==> src/hw/rtl/line_substring_filter_core_assert.svh <==
// ----------------------------------------------------------------------------
// Assertion macros for the line substring filter
// Clocked concurrent assertion helpers shared by lsf_queue and lsf_back.
// ----------------------------------------------------------------------------
`ifndef LINE_SUBSTRING_FILTER_CORE_ASSERT_SVH
`define LINE_SUBSTRING_FILTER_CORE_ASSERT_SVH

// Assertion checked outside reset
`define LSF_ASSERT(lbl, clk, rst_n, prop) \
  lbl: assert property (@(posedge clk) disable iff (!rst_n) prop) \
    else $error("lsf assertion failed");

// Implication checked outside reset
`define LSF_ASSERT_IMP(lbl, clk, rst_n, pre, post) \
  `LSF_ASSERT(lbl, clk, rst_n, (pre) |-> (post))

// Next-cycle implication checked outside reset
`define LSF_ASSERT_NXT(lbl, clk, rst_n, pre, post) \
  `LSF_ASSERT(lbl, clk, rst_n, (pre) |=> (post))

`endif

==> src/hw/rtl/lsf_pkg.sv <==
// ----------------------------------------------------------------------------
// lsf_pkg
// Types, constants and helpers shared by the line substring filter.
// ----------------------------------------------------------------------------
`timescale 1ns / 1ps

package lsf_pkg;

  // Pattern storage is fixed by the register map: four 64-bit words
  localparam int PATTERN_MAX_DEFAULT = 32;
  localparam int PATTERN_WORDS       = 4;
  localparam int WORD_W              = 64;
  localparam int LEN_W               = 6;
  localparam int COUNT_W             = 32;
  localparam int CFG_INDEX_W         = 3;

  // Line result queue
  localparam int QUEUE_DEPTH = 2;
  localparam int QPTR_W      = $clog2(QUEUE_DEPTH);
  localparam int QCNT_W      = $clog2(QUEUE_DEPTH + 1);

  // Character codes
  localparam logic [7:0] CHAR_NEWLINE = 8'h0A;
  localparam logic [7:0] CHAR_UPPER_A = 8'h41;
  localparam logic [7:0] CHAR_UPPER_Z = 8'h5A;
  localparam logic [7:0] CASE_BIT     = 8'h20;

  // Register indexes
  typedef enum logic [CFG_INDEX_W-1:0] {
    REG_CHARS_LO   = 3'd0,
    REG_CHARS_MID  = 3'd1,
    REG_CHARS_HIGH = 3'd2,
    REG_CHARS_TOP  = 3'd3,
    REG_LENGTH     = 3'd4,
    REG_IGNORE     = 3'd5,
    REG_INVERT     = 3'd6
  } cfg_reg_e;

  // Configuration seen by the front end
  typedef struct packed {
    logic [PATTERN_WORDS-1:0][WORD_W-1:0] chars;
    logic [LEN_W-1:0]                     length;
    logic                                 ignore_case;
    logic                                 invert;
  } lsf_cfg_t;

  // One finished line, queued between front and back
  typedef struct packed {
    logic selected;
    logic last;
  } lsf_rec_t;

  // ASCII upper-case letters fold to lower case when enabled
  function automatic logic [7:0] lsf_fold(logic [7:0] c, logic ic);
    logic [7:0] r;
    r = c;
    if (ic && (c >= CHAR_UPPER_A) && (c <= CHAR_UPPER_Z)) begin
      r = c | CASE_BIT;
    end
    return r;
  endfunction

endpackage

==> src/hw/rtl/line_substring_filter_core.sv <==
// ----------------------------------------------------------------------------
// line_substring_filter_core
// Per-line fixed-string filter over a byte stream, with saturating count.
// ----------------------------------------------------------------------------
// Channel   Dir  Transfer                     Contents
// s_axis    in   tvalid & tready              tdata[7:0] text byte, tlast end of text
// m_axis    out  tvalid & tready              tdata[31:0] count, tuser selected,
//                                             tlast final line
// cfg       in   cfg_valid_i & cfg_ready_o    cfg_index_i register, cfg_data_i value
//
// One byte per cycle; the matcher vector updates in the same cycle as the
// byte transfer. A line result passes through the queue, then the result
// register, before it reaches m_axis. s_axis stalls only when the two-entry line
// queue is full; cfg is always ready. Reset clears the matcher, queue and count.
// ----------------------------------------------------------------------------
`timescale 1ns / 1ps

module line_substring_filter_core
  import lsf_pkg::*;
#(
  parameter int PatternMax = PATTERN_MAX_DEFAULT
) (
  input  logic                   clk_i,
  input  logic                   rst_ni,
  input  logic                   s_axis_tvalid_i,
  output logic                   s_axis_tready_o,
  input  logic [7:0]             s_axis_tdata_i,   // [7:0] text_byte
  input  logic                   s_axis_tlast_i,   // end_of_text
  output logic                   m_axis_tvalid_o,
  input  logic                   m_axis_tready_i,
  output logic [COUNT_W-1:0]     m_axis_tdata_o,   // [31:0] selected_count
  output logic                   m_axis_tuser_o,   // [0] line_selected
  output logic                   m_axis_tlast_o,   // final_line
  input  logic                   cfg_valid_i,
  output logic                   cfg_ready_o,
  input  logic [CFG_INDEX_W-1:0] cfg_index_i,
  input  logic [WORD_W-1:0]      cfg_data_i
);

  lsf_cfg_t cfg_q;
  lsf_rec_t push_rec, pop_rec;
  logic     accept, push, full, q_valid, pop;

  // Configuration registers
  assign cfg_ready_o = 1'b1;

  always_ff @(posedge clk_i or negedge rst_ni) begin
    if (!rst_ni) begin
      cfg_q <= '0;
    end else if (cfg_valid_i) begin
      unique case (cfg_index_i)
        REG_CHARS_LO:   cfg_q.chars[0]    <= cfg_data_i;
        REG_CHARS_MID:  cfg_q.chars[1]    <= cfg_data_i;
        REG_CHARS_HIGH: cfg_q.chars[2]    <= cfg_data_i;
        REG_CHARS_TOP:  cfg_q.chars[3]    <= cfg_data_i;
        REG_LENGTH:     cfg_q.length      <= cfg_data_i[LEN_W-1:0];
        REG_IGNORE:     cfg_q.ignore_case <= cfg_data_i[0];
        REG_INVERT:     cfg_q.invert      <= cfg_data_i[0];
        default:        ;
      endcase
    end
  end

  assign s_axis_tready_o = !full;
  assign accept          = s_axis_tvalid_i && !full;

  lsf_front #(
    .PatternMax(PatternMax)
  ) u_front (
    .clk_i   (clk_i),
    .rst_ni  (rst_ni),
    .cfg_i   (cfg_q),
    .accept_i(accept),
    .byte_i  (s_axis_tdata_i),
    .last_i  (s_axis_tlast_i),
    .push_o  (push),
    .rec_o   (push_rec)
  );

  lsf_queue u_queue (
    .clk_i  (clk_i),
    .rst_ni (rst_ni),
    .push_i (push),
    .rec_i  (push_rec),
    .full_o (full),
    .pop_i  (pop),
    .valid_o(q_valid),
    .rec_o  (pop_rec)
  );

  lsf_back u_back (
    .clk_i         (clk_i),
    .rst_ni        (rst_ni),
    .valid_i       (q_valid),
    .rec_i         (pop_rec),
    .pop_o         (pop),
    .out_valid_o   (m_axis_tvalid_o),
    .out_ready_i   (m_axis_tready_i),
    .out_selected_o(m_axis_tuser_o),
    .out_count_o   (m_axis_tdata_o),
    .out_last_o    (m_axis_tlast_o)
  );

endmodule

==> src/hw/rtl/lsf_front.sv <==
// ----------------------------------------------------------------------------
// lsf_front
// Byte intake: shift-and matcher, line-end detection, selection decision.
// ----------------------------------------------------------------------------
`timescale 1ns / 1ps

module lsf_front
  import lsf_pkg::*;
#(
  parameter int PatternMax = PATTERN_MAX_DEFAULT
) (
  input  logic       clk_i,
  input  logic       rst_ni,
  input  lsf_cfg_t   cfg_i,
  input  logic       accept_i,   // byte transfer this cycle
  input  logic [7:0] byte_i,
  input  logic       last_i,
  output logic       push_o,     // line finished, record valid
  output lsf_rec_t   rec_o
);

  logic [PatternMax-1:0] vec_q, vec_d, mask, len_sel;
  logic                  has_q, has_d, busy_q, busy_d;
  logic [7:0]            fc;
  logic [LEN_W-1:0]      len_eff;
  logic                  is_nl, line_end, has_new, busy_new, match;

  assign fc      = lsf_fold(byte_i, cfg_i.ignore_case);
  assign len_eff = (cfg_i.length > LEN_W'(PatternMax)) ? LEN_W'(PatternMax) : cfg_i.length;

  // Per-character compare lanes and the one-hot tap for the full match
  for (genvar g = 0; g < PatternMax; g++) begin : g_lane
    assign mask[g] = lsf_fold(cfg_i.chars[g / 8][(g % 8) * 8 +: 8],
                              cfg_i.ignore_case) == fc;
    assign len_sel[g] = (len_eff == LEN_W'(g + 1));
  end

  // Match update and line close
  always_comb begin
    is_nl    = (byte_i == CHAR_NEWLINE);
    line_end = is_nl || last_i;
    vec_d    = vec_q;
    has_new  = has_q;
    busy_new = busy_q;
    if (!is_nl) begin
      vec_d    = ((vec_q << 1) | PatternMax'(1)) & mask;
      busy_new = 1'b1;
      if (|(vec_d & len_sel)) begin
        has_new = 1'b1;
      end
    end
    match          = (len_eff == '0) ? busy_new : has_new;
    rec_o.selected = match ^ cfg_i.invert;
    rec_o.last     = last_i;
    push_o         = accept_i && line_end;
    has_d          = has_new;
    busy_d         = busy_new;
    if (line_end) begin
      vec_d  = '0;
      has_d  = 1'b0;
      busy_d = 1'b0;
    end
  end

  always_ff @(posedge clk_i or negedge rst_ni) begin
    if (!rst_ni) begin
      vec_q  <= '0;
      has_q  <= 1'b0;
      busy_q <= 1'b0;
    end else if (accept_i) begin
      vec_q  <= vec_d;
      has_q  <= has_d;
      busy_q <= busy_d;
    end
  end

endmodule

==> src/hw/rtl/lsf_queue.sv <==
// ----------------------------------------------------------------------------
// lsf_queue
// Short FIFO of finished-line records between front and back.
// ----------------------------------------------------------------------------
`timescale 1ns / 1ps
`include "line_substring_filter_core_assert.svh"

module lsf_queue
  import lsf_pkg::*;
(
  input  logic     clk_i,
  input  logic     rst_ni,
  input  logic     push_i,
  input  lsf_rec_t rec_i,
  output logic     full_o,
  input  logic     pop_i,
  output logic     valid_o,
  output lsf_rec_t rec_o
);

  lsf_rec_t            mem_q [QUEUE_DEPTH];
  logic [QPTR_W-1:0]   wr_q, wr_d, rd_q, rd_d;
  logic [QCNT_W-1:0]   cnt_q, cnt_d;

  assign full_o  = (cnt_q == QCNT_W'(QUEUE_DEPTH));
  assign valid_o = (cnt_q != '0);
  assign rec_o   = mem_q[rd_q];

  // Pointer and fill update
  always_comb begin
    wr_d  = push_i ? QPTR_W'((QCNT_W'(wr_q) + 1'b1) % QUEUE_DEPTH) : wr_q;
    rd_d  = pop_i ? QPTR_W'((QCNT_W'(rd_q) + 1'b1) % QUEUE_DEPTH) : rd_q;
    cnt_d = cnt_q + QCNT_W'(push_i) - QCNT_W'(pop_i);
  end

  always_ff @(posedge clk_i or negedge rst_ni) begin
    if (!rst_ni) begin
      wr_q  <= '0;
      rd_q  <= '0;
      cnt_q <= '0;
    end else begin
      wr_q  <= wr_d;
      rd_q  <= rd_d;
      cnt_q <= cnt_d;
    end
  end

  // Storage, no reset needed
  always_ff @(posedge clk_i) begin
    if (push_i) begin
      mem_q[wr_q] <= rec_i;
    end
  end

  `LSF_ASSERT_IMP(a_no_overflow, clk_i, rst_ni, full_o, !push_i || pop_i)
  `LSF_ASSERT_IMP(a_no_underflow, clk_i, rst_ni, pop_i, valid_o)
  `LSF_ASSERT_NXT(a_fill_up, clk_i, rst_ni, push_i && !pop_i, cnt_q == $past(cnt_q) + 1'b1)

endmodule

==> src/hw/rtl/lsf_back.sv <==
// ----------------------------------------------------------------------------
// lsf_back
// Running selected-line count and the registered result stage.
// ----------------------------------------------------------------------------
`timescale 1ns / 1ps
`include "line_substring_filter_core_assert.svh"

module lsf_back
  import lsf_pkg::*;
(
  input  logic               clk_i,
  input  logic               rst_ni,
  input  logic               valid_i,
  input  lsf_rec_t           rec_i,
  output logic               pop_o,
  output logic               out_valid_o,
  input  logic               out_ready_i,
  output logic               out_selected_o,
  output logic [COUNT_W-1:0] out_count_o,
  output logic               out_last_o
);

  logic               valid_q, valid_d;
  logic [COUNT_W-1:0] count_q, count_d;
  logic               sel_q, last_q;

  // Take a record when the result stage is empty or draining
  always_comb begin
    pop_o   = valid_i && (!valid_q || out_ready_i);
    valid_d = pop_o || (valid_q && !out_ready_i);
    count_d = count_q;
    if (pop_o && rec_i.selected && (count_q != '1)) begin
      count_d = count_q + 1'b1;
    end
  end

  always_ff @(posedge clk_i or negedge rst_ni) begin
    if (!rst_ni) begin
      valid_q <= 1'b0;
      count_q <= '0;
    end else begin
      valid_q <= valid_d;
      count_q <= count_d;
    end
  end

  always_ff @(posedge clk_i) begin
    if (pop_o) begin
      sel_q  <= rec_i.selected;
      last_q <= rec_i.last;
    end
  end

  assign out_valid_o    = valid_q;
  assign out_selected_o = sel_q;
  assign out_count_o    = count_q;
  assign out_last_o     = last_q;

  `LSF_ASSERT_NXT(a_count_mono, clk_i, rst_ni, 1'b1, count_q >= $past(count_q))
  `LSF_ASSERT_NXT(a_count_step, clk_i, rst_ni, 1'b1, (count_q - $past(count_q)) <= 1)
  `LSF_ASSERT_NXT(a_count_hold, clk_i, rst_ni, !pop_o, $stable(count_q))

endmodule
==> config.mk <==
export PLATFORM = sky130hd
export DESIGN_NAME = line_substring_filter_core
export DESIGN_NICKNAME = d
export VERILOG_FILES = /design/src/hw/rtl/lsf_pkg.sv /design/src/hw/rtl/line_substring_filter_core.sv /design/src/hw/rtl/lsf_front.sv /design/src/hw/rtl/lsf_queue.sv /design/src/hw/rtl/lsf_back.sv
export VERILOG_INCLUDE_DIRS = /design/src /design/src/hw/rtl
export SDC_FILE = /design/constraint.sdc
export NUM_CORES = 1
export LEC_CHECK = 0
export BUFFER_PORTS_ARGS = -buffer_cell sky130_fd_sc_hd__buf_2
export CORE_MARGIN = 5
export CORE_UTILIZATION = 55
export DETAILED_ROUTE_END_ITERATION = 6
export PLACE_DENSITY = 0.86
export SLEW_MARGIN = 20
export SYNTH_ARGS = -nofsm -noshare
export SYNTH_HDL_FRONTEND = slang
export SYNTH_SLANG_ARGS = --single-unit
==> constraint.sdc <==
create_clock -name clk_i -period 2.5 [get_ports clk_i]
set_input_delay 0.375 -clock clk_i [delete_from_list [all_inputs] [get_ports clk_i]]
set_output_delay 0.375 -clock clk_i [all_outputs]
set_load 0.05 [all_outputs]
==> impl_results.md, run 1 <==
* Hold Crit Class: in -> reg
* Sequential Power Share at 42.5%
* Synth area leaders: dfrtp_1 (48%), mux2_2 (17%), xnor2_1 (12%)
* Synthesized area per cell at 11.44 sq um
* Synth Cell Area at 0.01748 sq mm
* IO buf count at 116
* Syn Inst Count at 1529
* Share of flip-flops with an asynchronous set or reset at 98.24%
* DRT Wirelength at 50640 um
* Synthesized flop and latch total at 340
* GRT busiest layer: met2
* Fmax at 358.5 MHz
* Die area at 0.03546 sq mm
* Yosys top cell by area: dfrtp_1
* First-pass GRT wire length at 79450 um
* Synth unique cells at 53
* Placeable Area at 0.03147 sq mm
* Crit end category: flip-flop
* Clock share of power at 29.8%
* TNS Setup at -0.7912 ns
* CP top delay family: simple AND/OR/NAND/NOR gates
* Critical Path RT at 2.77 ns
* EDFF count, synth at 6
* I/O pin cnt at 118
* Slack of the critical path at -0.2897 ns
* Largest stage delay on the critical path at 0.44 ns
* Total number of vias at 13950
* Worst slew margin at 47.81%
* Pleak at 8.874 nW
* Vias in the first global route at 14500
* Root Buffer: clkbuf_16
* Row count at 65
* Net Sw Power at 0.005961 W
* Final nets at 1854
* Master of the slowest instance on the critical path: dfrtp_2
* RePlAce Congestion at 0.9429
* Crit path cell chain: nand2_2, nor2_4, a21oi_4, buf_12, buf_4, buf_4, xor2_1, nor4_1, o21ai_1, nand4_1, or3b_4, a31oi_4, xnor2_2
* Final period util at 111.6%
* Power per cell area at 860.2 mW/mm^2
* Die Height at 188.3 um
* TritonCTS clock tree: built
* Post-Syn Nets at 1613
* Initial Utilization at 55.55%
* M1 GR Usage at 37.13%
* Predominant post-synthesis flop cell: dfrtp_1
* Most frequent cell after synthesis: dfrtp_1
* Syn. warnings at 0
* Met3 Use GR at 5.798%
* Post-Route Skew at 0.01321 ns
* Number of buffers created by CTS at 36
* Final design utilization at 68.02%
* CTS sink cnt at 340
* Final hold vios at 0
* Share of the yosys chip area belonging to registers at 48.83%
* Switching Share at 32.37%
* Worst-path clk slew at 0.07 ns
* Die Width at 188.3 um
* Final min period at 2.790 ns
* Bufs on Longest Clock Path at 3
* Worst Path Buf+Inv at 3
* RSZ-0062 raised after global routing: yes
* Slew @ Worst Pin at 0.7828 ns
* Outcome: complete, but fails checks
* Post-route ant nets at 0
* Final Setup Violations at 3
* Residual DRC at 1
* Number of fill cells in the layout at 2026
* Arrival time worst endpoint at 3.06 ns
* Most common cell on crit path: buf_4
* H-Tree Depth at 2
* DRT Pass-1 Iters at 7
* Max Slew Vio Count at 0
* Startpoint types: flip-flop
* Int Pwr at 0.01246 W
* Synth top area share at 47.80%
* Setup CP Type: reg -> reg
* Via density at 6.348
* Initial DRC count at 1505
* Clk Latency, worst-skew pair at 0.53 ns
* Initial antenna violation count at 1
* Layout cells sized above 1 at 38.27%
* Worst hold slack at 0.06331 ns
* DP HPWL at 32920 um
* Drt wl/cell at 23.04 um
* Worst vdd ir at 561.4 uV
* Final global-route overflow total at 0
* Max-Cap Viols at 0
* Largest net degree at the start of global routing at 84
* GRT met2 Usage at 44.78%
* Total global-route track usage at 27.65%
* Logic pwr share at 27.6%
* Synth cell count leaders: dfrtp_1 (334), mux2_2 (266), xnor2_1 (242), nand2_1 (99), nor2_1 (81)
* Failing checks: DRC, setup timing
* CP max FO at 9
* Area Growth Syn to Fin at 22.45%
## cell families (layout without fill, tap and decap cells)
group           after synthesis  after routing  share of synthesized area (%)
flops                       340            340                          48.83
fa+ha+maj                     3              3                         0.2147
buf+inv                      82            348                          2.240
simple gates                402            402                          11.34
xor+xnor                    289            289                          14.48
compound gates              146            146                          5.746
mux                         266            266                          17.13
other cells                   1              2                        0.02145
## per-stage QoR
| stage | instances | total power, W | cell area [sq um] | setup WS (ns) |
|---|---|---|---|---|
| finish | 2198 | 0.01842 | 21410 | -0.2897 |
| global route | 2198 | 0.01917 | 21410 | -0.3194 |
| CTS | 2193 | 0.01819 | 21180 | -0.1351 |
| detailed placement | 2121 | 0.01244 | 19590 | -0.4508 |
| global placement | 2121 | 0.01214 | 19590 | -0.3659 |
| floorplan | 1529 | 0.01063 | 17510 | -0.2093 |
## cells in the final DEF (no fill, tap or decap), types with 39 or more instances in the layout
| master | instances |
|---|---|
| buf_2 | 115 |
| buf_4 | 135 |
| dfrtp_1 | 328 |
| mux2_2 | 266 |
| nand2_1 | 95 |
| nand3_1 | 39 |
| nand4_1 | 72 |
| nor2_1 | 78 |
| xnor2_1 | 241 |
| xor2_1 | 47 |
## flip-flops by register name (all words and copies together), names as in the netlist, 2 cells and up
signal	flops
u_back.out_count_o	32
u_front.vec_q	31
cfg_q	264
u_queue.cnt_q	2
u_queue.mem_q	4
## power by group through the flow
stage | clock, W | sequential (W) | combinational, W
CTS | 0.00553 | 0.00777 | 0.00489
finish | 0.00549 | 0.00783 | 0.00509
global route | 0.00577 | 0.00796 | 0.00543
floorplan | 0 | 0.00775 | 0.00287
detailed placement | 0 | 0.00782 | 0.00462
global placement | 0 | 0.00773 | 0.00441
## repair_timing
item | in CTS | in global routing
cloned | 3 | 0
setup endpoints to repair | 3 | 8
buffers inserted | 6 | 6
resized for setup | 59 | 40
hold buffers | 1 | 0
hold endpoints to repair | 71 | 0
pin swaps | 22 | 30
## per-layer routing
layer  routed length (um)  part of all wire [%]
met5                    0                     0
met4                 2303                   4.5
met3                 5079                    10
met2                23860                    47
met1                19400                    38
## final cells by class
class                   count  area (sq um)  area share [%]
multi-input cells        1107          9044           42.24
well taps                 402         503.0           2.349
repair buffers            277          2082           9.725
clock inverters            16         188.9          0.8825
diodes                      1         2.502         0.01169
flip-flops and latches    340          8546           39.92
inverters                   8         30.03          0.1403
clock buffers              47          1013           4.734
## final timing paths
path | startpoint | endpoint | slack (ns) | cells past startpoint
min in group asynchronous | rst_ni | cfg_q[242] | 0.46 | 2
setup reg to reg | cfg_q[1] | u_queue.mem_q[1][1] | -0.29 | 13
hold / removal | m_axis_tready_i | u_back.out_valid_o | 0.06 | 2
hold reg to reg | u_back.out_count_o[22] | u_back.out_count_o[22] | 0.49 | 1
max in group asynchronous | rst_ni | cfg_q[228] | 1.24 | 3
setup / recovery | cfg_q[1] | u_queue.mem_q[1][1] | -0.29 | 13
No activity file was read; power rests on OpenSTA's default activity.
==> run 2: changes to the inputs <==
--- a/config.mk
+++ b/config.mk
@@ -9,7 +9,8 @@
 export BUFFER_PORTS_ARGS = -buffer_cell sky130_fd_sc_hd__buf_2
 export CORE_MARGIN = 5
-export CORE_UTILIZATION = 55
+export CORE_UTILIZATION = 60
 export DETAILED_ROUTE_END_ITERATION = 6
-export PLACE_DENSITY = 0.86
+export PLACE_DENSITY = 0.89
+export REMOVE_ABC_BUFFERS = 1
 export SLEW_MARGIN = 20
 export SYNTH_ARGS = -nofsm -noshare
==> constraint.sdc (replaced) <==
create_clock -name clk_i -period 3.5 [get_ports clk_i]
set_input_delay 0.175 -clock clk_i [delete_from_list [all_inputs] [get_ports clk_i]]
set_output_delay 0.175 -clock clk_i [all_outputs]
set_load 0.05 [all_outputs]
==> impl_results.md, run 2 (synthesis gave the netlist of run 1 again) <==
* Drt wl/cell at 22.86 um
* TritonCTS clock tree: built
* RSZ-0062 raised after global routing: no
* Post-Route Skew at 0.01840 ns
* Clock share of power at 31.5%
* Pleak at 8.332 nW
* Die area at 0.03265 sq mm
* Row count at 62
* Placeable Area at 0.02870 sq mm
* Hold depth at 2
* Final hold vios at 0
* Logic pwr share at 23.5%
* Net Sw Power at 0.004005 W
* I/O pin cnt at 118
* Final global-route overflow total at 0
* Area Growth Syn to Fin at 16.41%
* Largest net degree at the start of global routing at 102
* CP max FO at 14
* Crit Reg-Reg Startpoint: cfg_q[1]
* Worst-path clk slew at 0.06 ns
* First-pass GRT wire length at 77360 um
* Final period util at 89.05%
* Final min period at 3.117 ns
* Root Buffer: clkbuf_16
* Slack of the critical path at 0.3834 ns
* WHS Endpoint: cfg_q[137]
* Reg2reg setup slack at 0.38 ns
* Hold path start: cfg_data_i[1]
* Initial Utilization at 60.92%
* DP Worst Slack at 0.4666 ns
* Fmax at 320.9 MHz
* Most common cell after layout, fill and taps aside: dfrtp_1
* Startpoint types: flip-flop
* Post_cts resized at 0
* Master of the slowest instance on the critical path: nor4_1
* Arrival time worst endpoint at 3.37 ns
* Max-Cap Viols at 0
* Final Setup Violations at 0
* Initial antenna violation count at 2
* Hold Crit Class: in -> reg
* Crit path cell chain: buf_4, nand2_1, nor4_1, o21ai_0, nand3_1, o32ai_1, a2111oi_2, nand4_1, a31oi_1, xnor2_1
* Via density at 6.280
* CTS sink cnt at 340
* Worst slew margin at 29.73%
* TNS Setup at 0 ns
* Worst Setup SP: cfg_q[1]
* Total number of vias at 13270
* Max reg flops at 264
* Clk Latency, worst-skew pair at 0.53 ns
* RePlAce Congestion at 0.9473
* Slew @ Worst Pin at 1.046 ns
* Final design utilization at 70.91%
* Sequential standard cell area at 0.008538 sq mm
* Vias in the first global route at 13930
* Die Height at 180.7 um
* Number of buffers created by CTS at 37
* CP top delay family: simple AND/OR/NAND/NOR gates
* Total power draw at 0.01255 W
* Worst vdd ir at 465.2 uV
* Outcome: completed
* Initial DRC count at 1192
* Number of fill cells in the layout at 1894
* Bufs on Longest Clock Path at 3
* Crit end category: flip-flop
* H-Tree Depth at 2
* Switching Share at 31.91%
* DRT Wirelength at 48290 um
* R2R cell count at 10
* Total global-route track usage at 29.34%
* Most frequent cells in the layout: dfrtp_1 (334), mux2_2 (266), xnor2_1 (242)
* Final nets at 1783
* Setup CP Type: reg -> reg
* Int Pwr at 0.008547 W
* Footprint of the multi-input gates at 0.008569 sq mm
* IO buf count at 116
* Die Width at 180.7 um
* Power per cell area at 616.7 mW/mm^2
* Biggest register: cfg_q
* Largest stage delay on the critical path at 0.62 ns
* Residual DRC at 0
* Worst Path Buf+Inv at 1
* DRT Pass-1 Iters at 6
* Post-route ant nets at 0
* Critical Path RT at 3.75 ns
* Sequential Power Share at 45.0%
* DP HPWL at 31070 um
* R2r endpoint: u_queue.mem_q[0][1]
* Layout cells sized above 1 at 27.33%
* Max Slew Vio Count at 0
-- run 2: metal layers --
| metal | share of wire [%] | track usage [%] |
|---|---|---|
| met3 | 8.7 | 5.671 |
| met1 | 38 | 38.31 |
| met5 | 0 | 0 |
| met2 | 48 | 47.51 |
| met4 | 5.2 | 14.07 |
-- run 2: worst max path at each step --
stage	to	slack [ns]	depth (start not counted)
2_1_floorplan	cfg_q[136]	-2.27	3
3_3_place_gp	u_queue.mem_q[0][1]	0.55	12
3_5_place_dp	u_queue.mem_q[1][1]	0.47	12
4_1_cts	u_queue.mem_q[0][1]	0.50	10
5_1_grt	u_queue.mem_q[0][1]	0.26	10
6_report	u_queue.mem_q[0][1]	0.38	10
-- run 2: final cells by class --
type                    instances  share of cell area (%)
diodes                          2                 0.02459
inverters                       8                  0.1475
clock buffers                  56                   5.502
flip-flops and latches        340                   41.95
repair buffers                205                   7.352
multi-input cells            1107                   42.10
well taps                     384                   2.361
clock inverters                11                  0.5594
-- run 2: power by group through the flow --
stage | Clock (W) | Sequential (W) | Combinational [W]
finish | 0.00396 | 0.00565 | 0.00295
global route | 0.00416 | 0.00575 | 0.00319
CTS | 0.00398 | 0.00562 | 0.00292
detailed placement | 0 | 0.00566 | 0.00282
global placement | 0 | 0.00559 | 0.00269
floorplan | 0 | 0.00556 | 0.00194
-- run 2: timing repair --
item                      CTS  global route
hold buffers               65             0
setup buffers               0             0
hold endpoints to repair  294             0
-- run 2: metrics by stage --
step / instance area [sq um] / hold slack [ns] / cells
global route: 20350 / 0.01074 / 2113
floorplan: 17120 / -0.1206 / 1455
detailed placement: 18460 / 0.1476 / 1979
global placement: 18460 / 0.1486 / 1979
CTS: 20350 / 0.0002715 / 2111
finish: 20350 / 0.003709 / 2113
